### src/rtl/uyvy_to_rgb565_converter_top_assert.svh
// Assertion macros for the UYVY to RGB565 converter.
`ifndef UYVY_TO_RGB565_CONVERTER_TOP_ASSERT_SVH
`define UYVY_TO_RGB565_CONVERTER_TOP_ASSERT_SVH
`ifndef NO_ASSERTIONS
// Clocked check, suspended while reset is high.
`define U2R_ASSERT(label, prop) \
  label: assert property (@(posedge clk) disable iff (rst) prop) \
    else $error("u2r assertion failed");
// Clocked check that also holds through reset.
`define U2R_ASSERT_ALWAYS(label, prop) \
  label: assert property (@(posedge clk) prop) \
    else $error("u2r assertion failed");
`else
`define U2R_ASSERT(label, prop)
`define U2R_ASSERT_ALWAYS(label, prop)
`endif
`endif

### src/rtl/u2r_pkg.sv
// Shared types, coefficients and pixel packing for the UYVY to RGB565 converter.
`default_nettype none
package u2r_pkg;

  // BT.601 full-range coefficients, signed Q2.16 fixed point (18 bits, 16 fraction bits)
  localparam logic signed [17:0] COEF_RV = 18'sd91881;
  localparam logic signed [17:0] COEF_GV = -18'sd46802;
  localparam logic signed [17:0] COEF_GU = 18'sd22553;
  localparam logic signed [17:0] COEF_BU = 18'sd116130;

  localparam int unsigned PROD_W = 25;
  localparam int unsigned FRAC_W = 16;
  localparam int unsigned OFF_W  = PROD_W - FRAC_W;
  localparam int unsigned SUM_W  = 11;

  // Per-channel chroma offsets shared by both pixels of a word
  typedef struct packed {
    logic                    valid;
    logic signed [OFF_W-1:0] r_off;
    logic signed [OFF_W-1:0] g_off;
    logic signed [OFF_W-1:0] b_off;
  } offs_t;

  // Clamp a signed channel sum to 0..255
  function automatic logic [7:0] clamp_byte(input logic signed [SUM_W-1:0] x);
    logic [7:0] res;
    if (x < 0) begin
      res = 8'd0;
    end else if (x > 255) begin
      res = 8'hff;
    end else begin
      res = x[7:0];
    end
    return res;
  endfunction

  // Add luma to each offset, clamp, and pack into RGB565
  function automatic logic [15:0] pack565(input logic [7:0] y, input offs_t o);
    logic signed [SUM_W-1:0] ys;
    logic [7:0] rc;
    logic [7:0] gc;
    logic [7:0] bc;
    ys = $signed({{(SUM_W-8){1'b0}}, y});
    rc = clamp_byte(ys + SUM_W'(o.r_off));
    gc = clamp_byte(ys + SUM_W'(o.g_off));
    bc = clamp_byte(ys + SUM_W'(o.b_off));
    return {rc[7:3], gc[7:2], bc[7:3]};
  endfunction

endpackage
`default_nettype wire

### src/rtl/u2r_chroma.sv
// Chroma path: coefficient products, then offsets floored from the Q9.16 products, two stages.
`default_nettype none
module u2r_chroma
  import u2r_pkg::*;
(
  input  wire logic             clk,
  input  wire logic             rst,
  input  wire logic             in_valid,
  input  wire logic signed [7:0] cb,
  input  wire logic signed [7:0] cr,
  output offs_t                 offs
);

  logic                     prod_valid;
  logic signed [PROD_W-1:0] prod_rv;
  logic signed [PROD_W-1:0] prod_gv;
  logic signed [PROD_W-1:0] prod_gu;
  logic signed [PROD_W-1:0] prod_bu;
  logic signed [PROD_W-1:0] g_sum;

  // Stage A: four narrow constant multiplies
  always_ff @(posedge clk) begin
    if (rst) begin
      prod_valid <= 1'b0;
    end else begin
      prod_valid <= in_valid;
    end
    prod_rv <= PROD_W'(cr) * PROD_W'(COEF_RV);
    prod_gv <= PROD_W'(cr) * PROD_W'(COEF_GV);
    prod_gu <= PROD_W'(cb) * PROD_W'(COEF_GU);
    prod_bu <= PROD_W'(cb) * PROD_W'(COEF_BU);
  end

  assign g_sum = prod_gv - prod_gu;

  // Stage B: green sum, drop fraction bits (arithmetic, floors)
  always_ff @(posedge clk) begin
    if (rst) begin
      offs.valid <= 1'b0;
    end else begin
      offs.valid <= prod_valid;
    end
    offs.r_off <= prod_rv[PROD_W-1:FRAC_W];
    offs.g_off <= g_sum[PROD_W-1:FRAC_W];
    offs.b_off <= prod_bu[PROD_W-1:FRAC_W];
  end

endmodule
`default_nettype wire

### src/rtl/uyvy_to_rgb565_converter_top.sv
// Top level of the UYVY to RGB565 converter: input stage, chroma path, pack stage.
//
//  channel | ports                                        | beat marked by
//  --------+----------------------------------------------+-------------------
//  input   | chroma_u luma_first chroma_v luma_second     | start && !busy
//  result  | pixel_first pixel_second                     | done (one cycle)
//
// One beat is taken every cycle through four register stages (input, products,
// offsets, pack); busy stays low and the pipeline never stalls. The receiver
// must take each result in the cycle it appears; the block does not enforce it.
// Reset clears the stage valid bits only; data registers are not reset.
`default_nettype none
`include "uyvy_to_rgb565_converter_top_assert.svh"
module uyvy_to_rgb565_converter_top
  import u2r_pkg::*;
(
  input  wire logic        clk,
  input  wire logic        rst,
  input  wire logic        start,
  output logic             busy,
  input  wire logic [7:0]  chroma_u,
  input  wire logic [7:0]  luma_first,
  input  wire logic [7:0]  chroma_v,
  input  wire logic [7:0]  luma_second,
  output logic             done,
  output logic [15:0]      pixel_first,
  output logic [15:0]      pixel_second
);

  logic              in_valid;
  logic signed [7:0] cb;
  logic signed [7:0] cr;
  logic [7:0]        y0_s1;
  logic [7:0]        y1_s1;
  logic [7:0]        y0_s2;
  logic [7:0]        y1_s2;
  logic [7:0]        y0_s3;
  logic [7:0]        y1_s3;
  offs_t             offs;

  assign busy = 1'b0;

  // Input stage: remove chroma bias by flipping the top bit
  always_ff @(posedge clk) begin
    if (rst) begin
      in_valid <= 1'b0;
    end else begin
      in_valid <= start && !busy;
    end
    cb    <= $signed({~chroma_u[7], chroma_u[6:0]});
    cr    <= $signed({~chroma_v[7], chroma_v[6:0]});
    y0_s1 <= luma_first;
    y1_s1 <= luma_second;
  end

  u2r_chroma u_chroma (
    .clk      (clk),
    .rst      (rst),
    .in_valid (in_valid),
    .cb       (cb),
    .cr       (cr),
    .offs     (offs)
  );

  // Luma delay to line up with the chroma offsets
  always_ff @(posedge clk) begin
    y0_s2 <= y0_s1;
    y1_s2 <= y1_s1;
    y0_s3 <= y0_s2;
    y1_s3 <= y1_s2;
  end

  // Pack stage: add luma, clamp, truncate to 565
  always_ff @(posedge clk) begin
    if (rst) begin
      done <= 1'b0;
    end else begin
      done <= offs.valid;
    end
    pixel_first  <= pack565(y0_s3, offs);
    pixel_second <= pack565(y1_s3, offs);
  end

  // Every accepted beat gives a result after the four register stages, and only then
  `U2R_ASSERT(a_latency, (start && !busy) |-> ##4 done)
  `U2R_ASSERT(a_no_spurious, done |-> $past(start && !busy, 4))
  // Neutral chroma passes luma straight through to all three channels of pixel_first
  `U2R_ASSERT(a_gray, (done && $past(chroma_u == 8'd128 && chroma_v == 8'd128, 4)) |-> (pixel_first == {$past(luma_first[7:3], 4), $past(luma_first[7:2], 4), $past(luma_first[7:3], 4)}))
  `U2R_ASSERT_ALWAYS(a_reset_clears, rst |=> !done)

endmodule
`default_nettype wire
### config.mk
export PLATFORM = sky130hd
export DESIGN_NAME = uyvy_to_rgb565_converter_top
export DESIGN_NICKNAME = d
export VERILOG_FILES = /design/src/rtl/u2r_pkg.sv /design/src/rtl/u2r_chroma.sv /design/src/rtl/uyvy_to_rgb565_converter_top.sv
export VERILOG_INCLUDE_DIRS = /design/src /design/src/rtl
export SDC_FILE = /design/constraint.sdc
export NUM_CORES = 1
export LEC_CHECK = 0
export BUFFER_PORTS_ARGS = -buffer_cell sky130_fd_sc_hd__buf_4
export CAP_MARGIN = 25
export CORE_UTILIZATION = 45
export CTS_CLUSTER_DIAMETER = 150
export DETAILED_ROUTE_END_ITERATION = 16
export GPL_ROUTABILITY_DRIVEN = 0
export SYNTH_ARGS = -nofsm -noshare
export SYNTH_HDL_FRONTEND = slang
export SYNTH_SLANG_ARGS = --single-unit
### constraint.sdc
create_clock -name clk -period 5.82 [get_ports clk]
set_input_delay 1.164 -clock clk [delete_from_list [all_inputs] [get_ports clk]]
set_output_delay 1.164 -clock clk [all_outputs]
set_load 0.01 [all_outputs]
# Word level (Yosys, flattened, before mapping)
# Cells that the tools add are included.
dict set report op_classes {
  n_addsub 7
  n_mul 4
  n_lt_le_gt_ge 12
  mux 6
  bitwise_logic 2
}
# cell n
set ops {}
lappend ops {{adder 9 x 9 -> 10 bit} 6}
lappend ops {{greater-than comparator 10 x 9 -> 1 bit (second input constant)} 6}
lappend ops {{less-than comparator 10 x 1 -> 1 bit (second input constant)} 6}
lappend ops {{multiplier 8 x 16 -> 24 bit (second input constant)} 2}
lappend ops {{2-to-1 mux 8 bit} 6}
lappend ops {{multiplier 8 x 18 -> 25 bit (second input constant)} 1}
lappend ops {{subtractor 25 bit} 1}
lappend ops {{multiplier 8 x 17 -> 24 bit (second input constant)} 1}
lappend ops {{inverter 1 bit} 2}
dict set report totals {
  register_bits 225
  inputBits 35
  output_inout_bits 34
  elab_cells 56
}

# Longest topological paths before layout
# Gate-level depths: netlist (run 1).
dict set report logic_depth {
  word_depth 3
  depth_mapped 18
  mapped_depth_nobuf 18
}

# Hierarchy
# Synthesis (run 1) repeated with hierarchy kept, for this count alone.
dict set report unflattened {
  cells_unflattened 1513
  hier_area_um2 14720.4
}
# module n_inst cells_each area_per_inst_um2 seq_area_each_um2
set modules_own_cells {}
lappend modules_own_cells {u2r_chroma 1 1065 10221.1 1901.8}
lappend modules_own_cells {uyvy_to_rgb565_converter_top 1 448 4499.3 1961.9}

# Worst setup path after synthesis (run 1)
# No wires, ideal clock.
dict set report synth_timing {
  path_kind {flip-flop to flip-flop}
  start {register cr[5]}
  end {register u_chroma.prod_rv[24]}
  setup_ns 0.062
  arrival_time_ns 4.480
  t_required_ns 5.758
  slack_ns 1.278
  path_stages_with_launch 19
  n_path_buf 0
  period_less_slack_ns 4.542
  cell_sequence {dfxtp_1 > inv_1 > ha_1 > inv_1 > fa_1 > inv_1 > fa_1 > inv_1 > fa_1 > inv_1 > ha_1 > a21oi_1 > o21ai_0 > a32oi_2 > nand3_2 > o31ai_4 > o21ai_2 > or4b_1 > nand3_1}
}
dict set report synth_via {
  elab_chain_len 1
}
# item line_no
set synth_rtl {}
lappend synth_rtl {{start: declaration} uyvy_to_rgb565_converter_top.sv:32} ;# logic signed [7:0] cr;
lappend synth_rtl {{start signal: assignment} uyvy_to_rgb565_converter_top.sv:51} ;# cr <= $signed({~chroma_v[7], chroma_v[6:0]});
lappend synth_rtl {{multiplier 8 x 18 -> 25 bit} u2r_chroma.sv:28} ;# prod_rv <= PROD_W'(cr) * PROD_W'(COEF_RV);
lappend synth_rtl {{end signal: assignment} u2r_chroma.sv:28}
lappend synth_rtl {{end: declaration} u2r_chroma.sv:15} ;# logic signed [PROD_W-1:0] prod_rv;
# Every way passes these cells.
# A chain may end at the register's enable or synchronous reset.

# Worst setup path after layout (run 1)
# Ends and elaborated chain as after synthesis.

==> flow_summary.json, run 1 <==
{
  "cp_slowest_cell": "dfxtp_1",
  "grt_use_total_pct": 18.91,
  "hold_buffers": 0,
  "antenna_cells": 0,
  "critPathMaxStageDelay_ns": 0.56,
  "r2r_slack_ns": 0.89,
  "detail_route.first_pass.iterations": 5,
  "drt_iter0_drc": 411,
  "die_h_um": 178.6,
  "path_cells": "inv_1 > ha_1 > inv_1 > fa_1 > inv_1 > fa_1 > inv_1 > fa_1 > inv_1 > ha_1 > a21oi_1 > o21ai_0 > a32oi_2 > nand3_2 > o31ai_4 > o21ai_2 > or4b_1 > nand3_1",
  "finalPower_uw": 7538,
  "grt_max_degree": 19,
  "yosysUniqueCellTypes": 60,
  "place_area_um2": 15030,
  "synth_cells": 1415,
  "h-tree-depth": 4,
  "post_cts_buffers": 0,
  "drv_cap": 0,
  "async_flop_share_pct": 0,
  "synth_fp_nets": 1841,
  "irDropWorstVdd_uv": 298.6,
  "synth_area_per_cell_um2": 9.914,
  "seq_area_frac_synth_pct": 27.54,
  "clk_pin_slew_ns": 0.08,
  "tns_ns": 0,
  "drive_above_1_share_pct": 7.469,
  "vias": 9430,
  "utilization_pct": 51.00,
  "drv_slew": 0,
  "slew_headroom_pct": 54.74,
  "rsz0062_at_grt": "no",
  "fill_cells": 2787,
  "io_pins": 69,
  "power_density_nw_per_um2": 482.0,
  "syn-cell-area_um2": 14030,
  "cts_tree": "done",
  "preCtsSetupSlack_ns": 0.8883,
  "drc_errors": 0,
  "ant_nets": 0,
  "wl_um": 27960,
  "yosys_warnings": 0,
  "layout_min_cycle_time_ns": 4.927,
  "crit_path_frequent_cell": "inv_1",
  "grt_pass1_vias": 9528,
  "start_util_pct": 45.74,
  "post_drt_via_cell_ratio": 4.940,
  "coreArea_um2": 30670,
  "syn_to_final_growth_pct": 11.49,
  "synth_flop_cell": "dfxtp_1",
  "dp_hpwl_um": 23390,
  "clock-root-buffer": "clkbuf_16",
  "die_area_um2": 31880,
  "outcome": "completed",
  "cp.arrival_ns": 5.31,
  "fp.dieW_um": 178.6,
  "antenna_found_initial": 0,
  "clock_latency_ns": 0.44,
  "setup_viol": 0,
  "startpoint_type": "register",
  "fin_skew_ns": 0.01194,
  "fin_ws_ns": 0.8929,
  "portBuffers": 67,
  "cts_sinks": 193,
  "crit_required_ns": 6.20,
  "numCtsBuffers": 17,
  "final_nets": 1927,
  "hp-class": "register to register",
  "fmax_mhz": 203.0,
  "p_leak_uw": 0.008187,
  "path_max_fanout": 9,
  "finalHoldViolations": 0,
  "synth_edf_count": 0,
  "wl_per_cell_um": 14.65,
  "finalCritPeriodShare_pct": 84.66,
  "crit_type": "register to register",
  "cts_resized": 0,
  "grt_overflow": 0,
  "synth-seq-cells": 193,
  "grt_pass1_wl_um": 46580,
  "finalInstanceArea_um2": 15640,
  "clockBufferDepth": 2,
  "worstMarginPinSlew_ns": 0.6731,
  "end_kind": "register",
  "rows": 64
}
==> flip-flops by register name, indices dropped and copies added, names as in the netlist <==
name / flops
y1_s2: 8
y0_s2: 8
y1_s3: 8
u_chroma.prod_valid: 1
u_chroma.prod_rv: 10
pixel_second: 16
cr: 8
y0_s1: 8
y0_s3: 8
y1_s1: 8
cb: 8
u_chroma.offs: 28
u_chroma.prod_gv: 23
done: 1
u_chroma.prod_bu: 9
in_valid: 1
u_chroma.prod_gu: 24
pixel_first: 16
==> power breakdown <==
group | internal, µW | leakage (µW) | switching, µW
combinational | 1950 | 0.00626 | 2360
sequential | 1810 | 0.00163 | 197
clock | 662 | 0.000298 | 564
total | 4420 | 0.00819 | 3120
==> stage by stage <==
| stage | hold slack [ns] | std cells |
|---|---|---|
| 2_1_floorplan | 0.3096 | 1415 |
| 3_3_place_gp | 0.3102 | 1878 |
| 3_5_place_dp | 0.3121 | 1878 |
| 4_1_cts | 0.3261 | 1909 |
| 5_1_grt | 0.3293 | 1909 |
| 6_report | 0.3258 | 1909 |
==> worst max-delay path, delay by kind of cell (launching register included) <==
family,cells,cell delay (ns)
and+or+nand+nor,3,0.71
DFF,1,0.56
adders and majority gates,5,2.30
AOI/OAI and AO/OA,5,0.89
buffers and inverters,5,0.41
==> cells by family (layout without fill, tap and decap cells) <==
logic type,after synthesis,after routing,synth area share (%)
simple gates,195,195,6.547
xor+xnor,95,95,5.931
compound gates,254,254,11.62
fa+ha+maj,391,391,40.65
other cells,1,1,0.02673
flops,193,193,27.54
buf+inv,286,384,7.679
==> path summary, 6_finish.rpt <==
check	cells past startpoint	endpoint	from
max	18	u_chroma.prod_rv[24]$_DFF_P_	cr[5]$_DFF_P_
min	0	u_chroma.offs[22]$_DFF_P_	u_chroma.prod_rv[20]$_DFF_P_
max reg2reg	18	u_chroma.prod_rv[24]$_DFF_P_	cr[5]$_DFF_P_
min reg2reg	0	u_chroma.offs[22]$_DFF_P_	u_chroma.prod_rv[20]$_DFF_P_
==> cells in the mapped netlist (all sizes together) (2+ instances only) <==
master	count	area (µm²)
a2111oi	2	17.52
a211oi	13	102.6
a21boi	3	22.52
a21o	36	270.3
a21oi	93	465.5
a221o	2	20.02
a31oi	3	18.77
and2	2	12.51
and3	6	47.54
dfxtp	193	3864
fa	108	2162
ha	283	3541
inv	285	1070
nand2	40	150.1
nand2b	16	100.1
nand3	13	70.07
nand4	4	25.02
nor2	80	300.3
nor2b	13	81.33
nor3	9	45.04
o2111ai	2	17.52
o211a	2	20.02
o211ai	5	37.54
o21a	13	97.59
o21ai	44	224.0
o21bai	15	112.6
o311ai	2	17.52
o31ai	5	51.30
o41ai	2	17.52
or2	5	31.28
xnor2	66	578.1
xor2	29	254.0
==> cell type report <==
cell class	instances	area (µm²)	area share, %
Clock buffer	18	439.2	2.808
Timing Repair Buffer	68	510.5	3.264
Tap cell	396	495.5	3.168
Clock inverter	13	173.9	1.112
Inverter	285	1070	6.840
Multi-Input combinational cell	936	9087	58.10
Sequential cell	193	3864	24.70
==> cells in the final DEF, fill, tap and decap left out, drive strengths merged, types with 2 or more instances in the layout <==
cell     instances
o311ai           2
nor3             9
clkinv           5
dfxtp          193
a21oi           93
nand4            4
o21ai           44
nor2            80
or2              5
a21o            36
a211oi          13
bufinv           2
inv            290
clkbuf          18
nand3           13
o2111ai          2
fa             108
xnor2           66
o21bai          15
a21boi           3
o31ai            5
nand2           40
o41ai            2
o211a            2
ha             283
o21a            13
xor2            29
o211ai           5
and3             6
a31oi            3
nor2b           13
a221o            2
and2             2
nand2b          16
buf             68
a2111oi          2
==> routing by layer <==
layer | global-route usage, % | up-vias | part of all wire, %
met5 | 0 | - | 0
met4 | 5.968 | 0 | 2.2
met3 | 3.090 | 42 | 4.1
met2 | 31.88 | 200 | 47
met1 | 24.58 | 4372 | 47
li1 | - | 4816 | -
Note: power is estimated with default switching activity, not from simulation.
==> inputs of run 2 (changes only) <==
==> constraint.sdc (replaced) <==
create_clock -name clk -period 4.05 [get_ports clk]
set_input_delay 0.81 -clock clk [delete_from_list [all_inputs] [get_ports clk]]
set_output_delay 0.81 -clock clk [all_outputs]
set_load 0.01 [all_outputs]
==> flow_summary.json, run 2 (same netlist as run 1, synthesis figures left out) <==
{
  "outcome": "finished with violations",
  "violations": "setup timing",
  "vias": 9902,
  "layout_min_cycle_time_ns": 4.172,
  "fmax_mhz": 239.7,
  "rsz0062_at_grt": "yes",
  "irDropWorstVdd_uv": 423.6,
  "min_from": "u_chroma.prod_rv[21]$_DFF_P_",
  "coreArea_um2": 30670,
  "finalInstanceArea_um2": 17190,
  "antenna_cells": 0,
  "largestRegisters": "u_chroma.offs: 28 flops, u_chroma.prod_gu: 24 flops, u_chroma.prod_gv: 23 flops",
  "clock_latency_ns": 0.45,
  "rows": 64,
  "met1_length_um": 14020,
  "crit_type": "register to register",
  "power_density_nw_per_um2": 676.5,
  "grt_overflow": 0,
  "clk_pin_slew_ns": 0.08,
  "reg2reg_to": "u_chroma.prod_rv[24]$_DFF_P_",
  "cts_tree": "done",
  "cts_sinks": 193,
  "wl_met2_um": 13800,
  "dp_hpwl_um": 24440,
  "grt_pass1_wl_um": 48000,
  "wl_per_cell_um": 14.30,
  "grt_use_total_pct": 19.46,
  "drc_errors": 0,
  "drt_iter0_drc": 438,
  "grt_max_degree": 19,
  "preCtsSetupSlack_ns": -0.2385,
  "fin_ws_ns": -0.1223,
  "largest_reg_flops": 28,
  "path_max_fanout": 4,
  "io_pins": 69,
  "post_drt_via_cell_ratio": 4.840,
  "reg2reg_depth": 15,
  "setup_viol": 1,
  "crit_end": "u_chroma.prod_rv[24]$_DFF_P_",
  "end_kind": "register",
  "wl_um": 29260,
  "portBuffers": 67,
  "die_h_um": 178.6,
  "hold_buffers": 0,
  "syn_to_final_growth_pct": 22.50,
  "die_area_um2": 31880,
  "slew_headroom_pct": 60.64,
  "layout_commonest_cell": "inv_1",
  "worstMarginPinSlew_ns": 0.5885,
  "drv_slew": 0,
  "p_leak_uw": 0.008825,
  "regMostFlops": "u_chroma.offs",
  "numCtsBuffers": 17,
  "start_util_pct": 45.74,
  "cp.arrival_ns": 4.56,
  "finalHoldViolations": 0,
  "detail_route.first_pass.iterations": 5,
  "hp-class": "register to register",
  "dr_wl_met3_um": 1002,
  "routed.top_layer": "met4",
  "clockBufferDepth": 2,
  "fin_skew_ns": 0.01741,
  "r2r-start": "cr[5]$_DFF_P_",
  "drv_cap": 0,
  "clock-root-buffer": "clkbuf_16",
  "startpoint_type": "register",
  "crit_start": "cr[5]$_DFF_P_",
  "r2r_slack_ns": -0.12,
  "h-tree-depth": 4,
  "fp.dieW_um": 178.6,
  "final_cell_mix": "inv_1, ha_1, buf_4, dfxtp_1, fa_1",
  "antenna_found_initial": 0,
  "utilization_pct": 56.03,
  "place_area_um2": 16020,
  "drive_above_1_share_pct": 21.70,
  "finalCritPeriodShare_pct": 103.0,
  "crit_required_ns": 4.44,
  "grt_pass1_vias": 9882,
  "ant_nets": 0,
  "final_nets": 2063
}
==> run 2: metrics by stage <==
stage,std cells,total power [µW],TNS (ns),hold WS [ns]
after detailed placement,2002,9471,-1.503,0.3121
after global placement,2002,9339,-1.036,0.3106
after CTS,2041,11340,-0.1266,0.3264
after global routing,2046,12790,-0.8845,0.3286
after floorplan,1415,7634,-0.1831,0.3096
final,2046,11630,-0.1223,0.3253
==> run 2: repair_timing <==
item	in CTS	in global routing
gates cloned	0	0
resized for setup	42	77
buffers inserted	7	7
pin swaps	25	52
endpoints found under the setup margin	21	30
==> run 2: how the worst min path moves through the flow <==
stage,slack (ns),depth (start not counted),to
global placement,0.31,0,u_chroma.offs[7]$_DFF_P_
detailed placement,0.31,0,u_chroma.offs[22]$_DFF_P_
floorplan,0.31,0,u_chroma.offs[0]$_DFF_P_
finish,0.33,0,u_chroma.offs[23]$_DFF_P_
CTS,0.33,0,u_chroma.offs[4]$_DFF_P_
global route,0.33,0,u_chroma.offs[23]$_DFF_P_
==> run 2: cell type report <==
type,count,area (µm²)
Fill cell,2665,13480
Multi-Input combinational cell,936,9594
Sequential cell,193,3906
Timing Repair Buffer,204,1546
Inverter,285,1081
Tap cell,396,495.5
Clock buffer,19,442.9
Clock inverter,13,118.9
==> run 2: worst max-delay path: stages, from the launching register on <==
cell	delay [ns]
dfxtp_4	0.37
fa_2	0.50
ha_1	0.30
inv_1	0.05
fa_1	0.51
inv_1	0.06
fa_1	0.58
ha_4	0.22
a21o_1	0.18
a21o_1	0.17
a21oi_1	0.16
nand3_2	0.13
o31ai_4	0.26
o21ai_2	0.08
or4b_1	0.47
nand3_1	0.08
==> run 2: power breakdown <==
group	internal, µW	switching, µW	leakage (µW)	total (µW)
logic	3410	3710	0.00692	7120
registers	2600	278	0.00163	2870
clock network	828	807	0.000279	1630
==> run 2: layer usage <==
| metal | vias up | track usage (%) |
|---|---|---|
| li1 | 5089 | - |
| met1 | 4617 | 25.57 |
| met2 | 163 | 32.88 |
| met3 | 33 | 3.303 |
| met4 | 0 | 5.085 |
| met5 | - | 0 |
==> inputs of run 3 (changes only) <==
--- a/config.mk
+++ b/config.mk
@@ -12,6 +12,7 @@
 export CTS_CLUSTER_DIAMETER = 150
 export DETAILED_ROUTE_END_ITERATION = 16
 export GPL_ROUTABILITY_DRIVEN = 0
+export RECOVER_POWER = 50
 export SYNTH_ARGS = -nofsm -noshare
 export SYNTH_HDL_FRONTEND = slang
 export SYNTH_SLANG_ARGS = --single-unit
==> flow_summary.json, run 3 (same netlist as run 1, synthesis figures left out) <==
{
  "fill_cells": 2686,
  "preCtsSetupSlack_ns": -0.2385,
  "setup_viol": 8,
  "whs_ns": 0.3252,
  "fin_skew_ns": 0.01589,
  "p_int_uw": 6779,
  "wl_um": 29240,
  "io_pins": 69,
  "detail_route.first_pass.iterations": 5,
  "ant_nets": 0,
  "startpoint_type": "register",
  "cp.arrival_ns": 4.56,
  "cts_tree": "done",
  "power_density_nw_per_um2": 675.2,
  "drv_slew": 0,
  "drc_errors": 0,
  "largest_reg_flops": 28,
  "grt_overflow": 0,
  "rows": 64,
  "layout_min_cycle_time_ns": 4.170,
  "crit_required_ns": 4.44,
  "drive_above_1_share_pct": 20.55,
  "layout_commonest_cell": "inv_1",
  "fmax_mhz": 239.8,
  "coreArea_um2": 30670,
  "fin_ws_ns": -0.1201,
  "numCtsBuffers": 17,
  "clockBufferDepth": 2,
  "clock_latency_ns": 0.45,
  "worstMarginPinSlew_ns": 0.5885,
  "regMostFlops": "u_chroma.offs",
  "outcome": "finished with violations",
  "swShare_pct": 41.36,
  "drt_iter0_drc": 395,
  "crit_type": "register to register",
  "antenna_found_initial": 0,
  "hp-class": "register to register",
  "portBuffers": 67,
  "finalPower_uw": 11560,
  "syn_to_final_growth_pct": 22.04,
  "antenna_cells": 0,
  "fp.dieW_um": 178.6,
  "dp_hpwl_um": 24440,
  "clk_pin_slew_ns": 0.08,
  "combPwrFrac_pct": 61.1,
  "path_max_fanout": 4,
  "grt_pass1_wl_um": 48000,
  "finalCritPeriodShare_pct": 103.0,
  "finalHoldViolations": 0,
  "violations": "setup timing",
  "final_cell_mix": "inv_1, ha_1, dfxtp_1, buf_4, fa_1",
  "die_area_um2": 31880,
  "cts_sinks": 193,
  "power.share.clock_pct": 14.1,
  "drv_cap": 0,
  "rsz0062_at_grt": "yes",
  "grt_max_degree": 19,
  "end_kind": "register",
  "hold_buffers": 0,
  "die_h_um": 178.6,
  "vias": 9899,
  "largestRegisters": "u_chroma.offs: 28 flops, u_chroma.prod_gu: 24 flops, u_chroma.prod_gv: 23 flops",
  "h-tree-depth": 4,
  "irDropWorstVdd_uv": 419.3,
  "start_util_pct": 45.74,
  "p_leak_uw": 0.008760,
  "switching_power_uw": 4781,
  "clock-root-buffer": "clkbuf_16",
  "slew_headroom_pct": 60.64,
  "sequentialPowerShare_pct": 24.8,
  "final_nets": 2063,
  "wl_per_cell_um": 14.29,
  "post_drt_via_cell_ratio": 4.838,
  "grt_use_total_pct": 19.46,
  "grt_pass1_vias": 9882
}
[run 3: per-layer routing]
metal	global-route usage (%)	vias up	wire length, µm
met5	0	-	0
met4	5.085	0	439
met3	3.303	33	979
met2	32.88	165	13750
met1	25.57	4612	14060
li1	-	5089	-
[run 3: power groups by stage]
stage | clock network [µW] | registers (µW) | logic (µW)
after floorplan | 0 | 2930 | 4710
after global placement | 0 | 2910 | 6430
after detailed placement | 0 | 2930 | 6540
after CTS | 1670 | 2880 | 6780
after global routing | 1760 | 2940 | 8040
final | 1630 | 2870 | 7060
[run 3: path summary, 6_finish.rpt]
kind,startpoint,to,slack [ns],depth (start not counted)
worst max-delay path,cr[5]$_DFF_P_,u_chroma.prod_rv[24]$_DFF_P_,-0.12,15
worst max register to register,cr[5]$_DFF_P_,u_chroma.prod_rv[24]$_DFF_P_,-0.12,15
worst min register to register,u_chroma.prod_rv[21]$_DFF_P_,u_chroma.offs[23]$_DFF_P_,0.33,0
worst min-delay path,u_chroma.prod_rv[21]$_DFF_P_,u_chroma.offs[23]$_DFF_P_,0.33,0
[run 3: through the flow]
stage,setup TNS [ns],util [%],std cells,cell area (µm²)
after floorplan,-0.1831,-,1415,14090
after global placement,-1.036,52.24,2002,16020
after detailed placement,-1.503,52.24,2002,16020
after CTS,-0.1266,54.74,2041,16790
after global routing,-2.954,55.82,2046,17120
final,-0.6210,55.82,2046,17120
[run 3: what timing repair did]
item | 4_1_cts | 5_1_grt
pin swaps | 25 | 52
setup buffers | 7 | 7
hold endpoints to repair | 0 | 0
gates resized for setup | 42 | 77
endpoints found under the setup margin | 21 | 30
[run 3: critical path: stages, from the launching register on]
cell     delay [ns]
dfxtp_4        0.37
fa_2           0.50
ha_1           0.30
inv_1          0.05
fa_1           0.51
inv_1          0.06
fa_1           0.58
ha_4           0.22
a21o_1         0.18
a21o_1         0.17
a21oi_1        0.16
nand3_2        0.13
o31ai_4        0.26
o21ai_2        0.08
or4b_1         0.47
nand3_1        0.08
[run 3: layout make-up]
type	instances	area (µm²)	share of cell area (%)
timing repair buffer	204	1486	8.682
clock buffer	19	442.9	2.587
sequential	193	3901	22.79
clock inverter	13	118.9	0.6943
inverter	285	1081	6.314
tap	396	495.5	2.894
multi-input combinational	936	9594	56.04
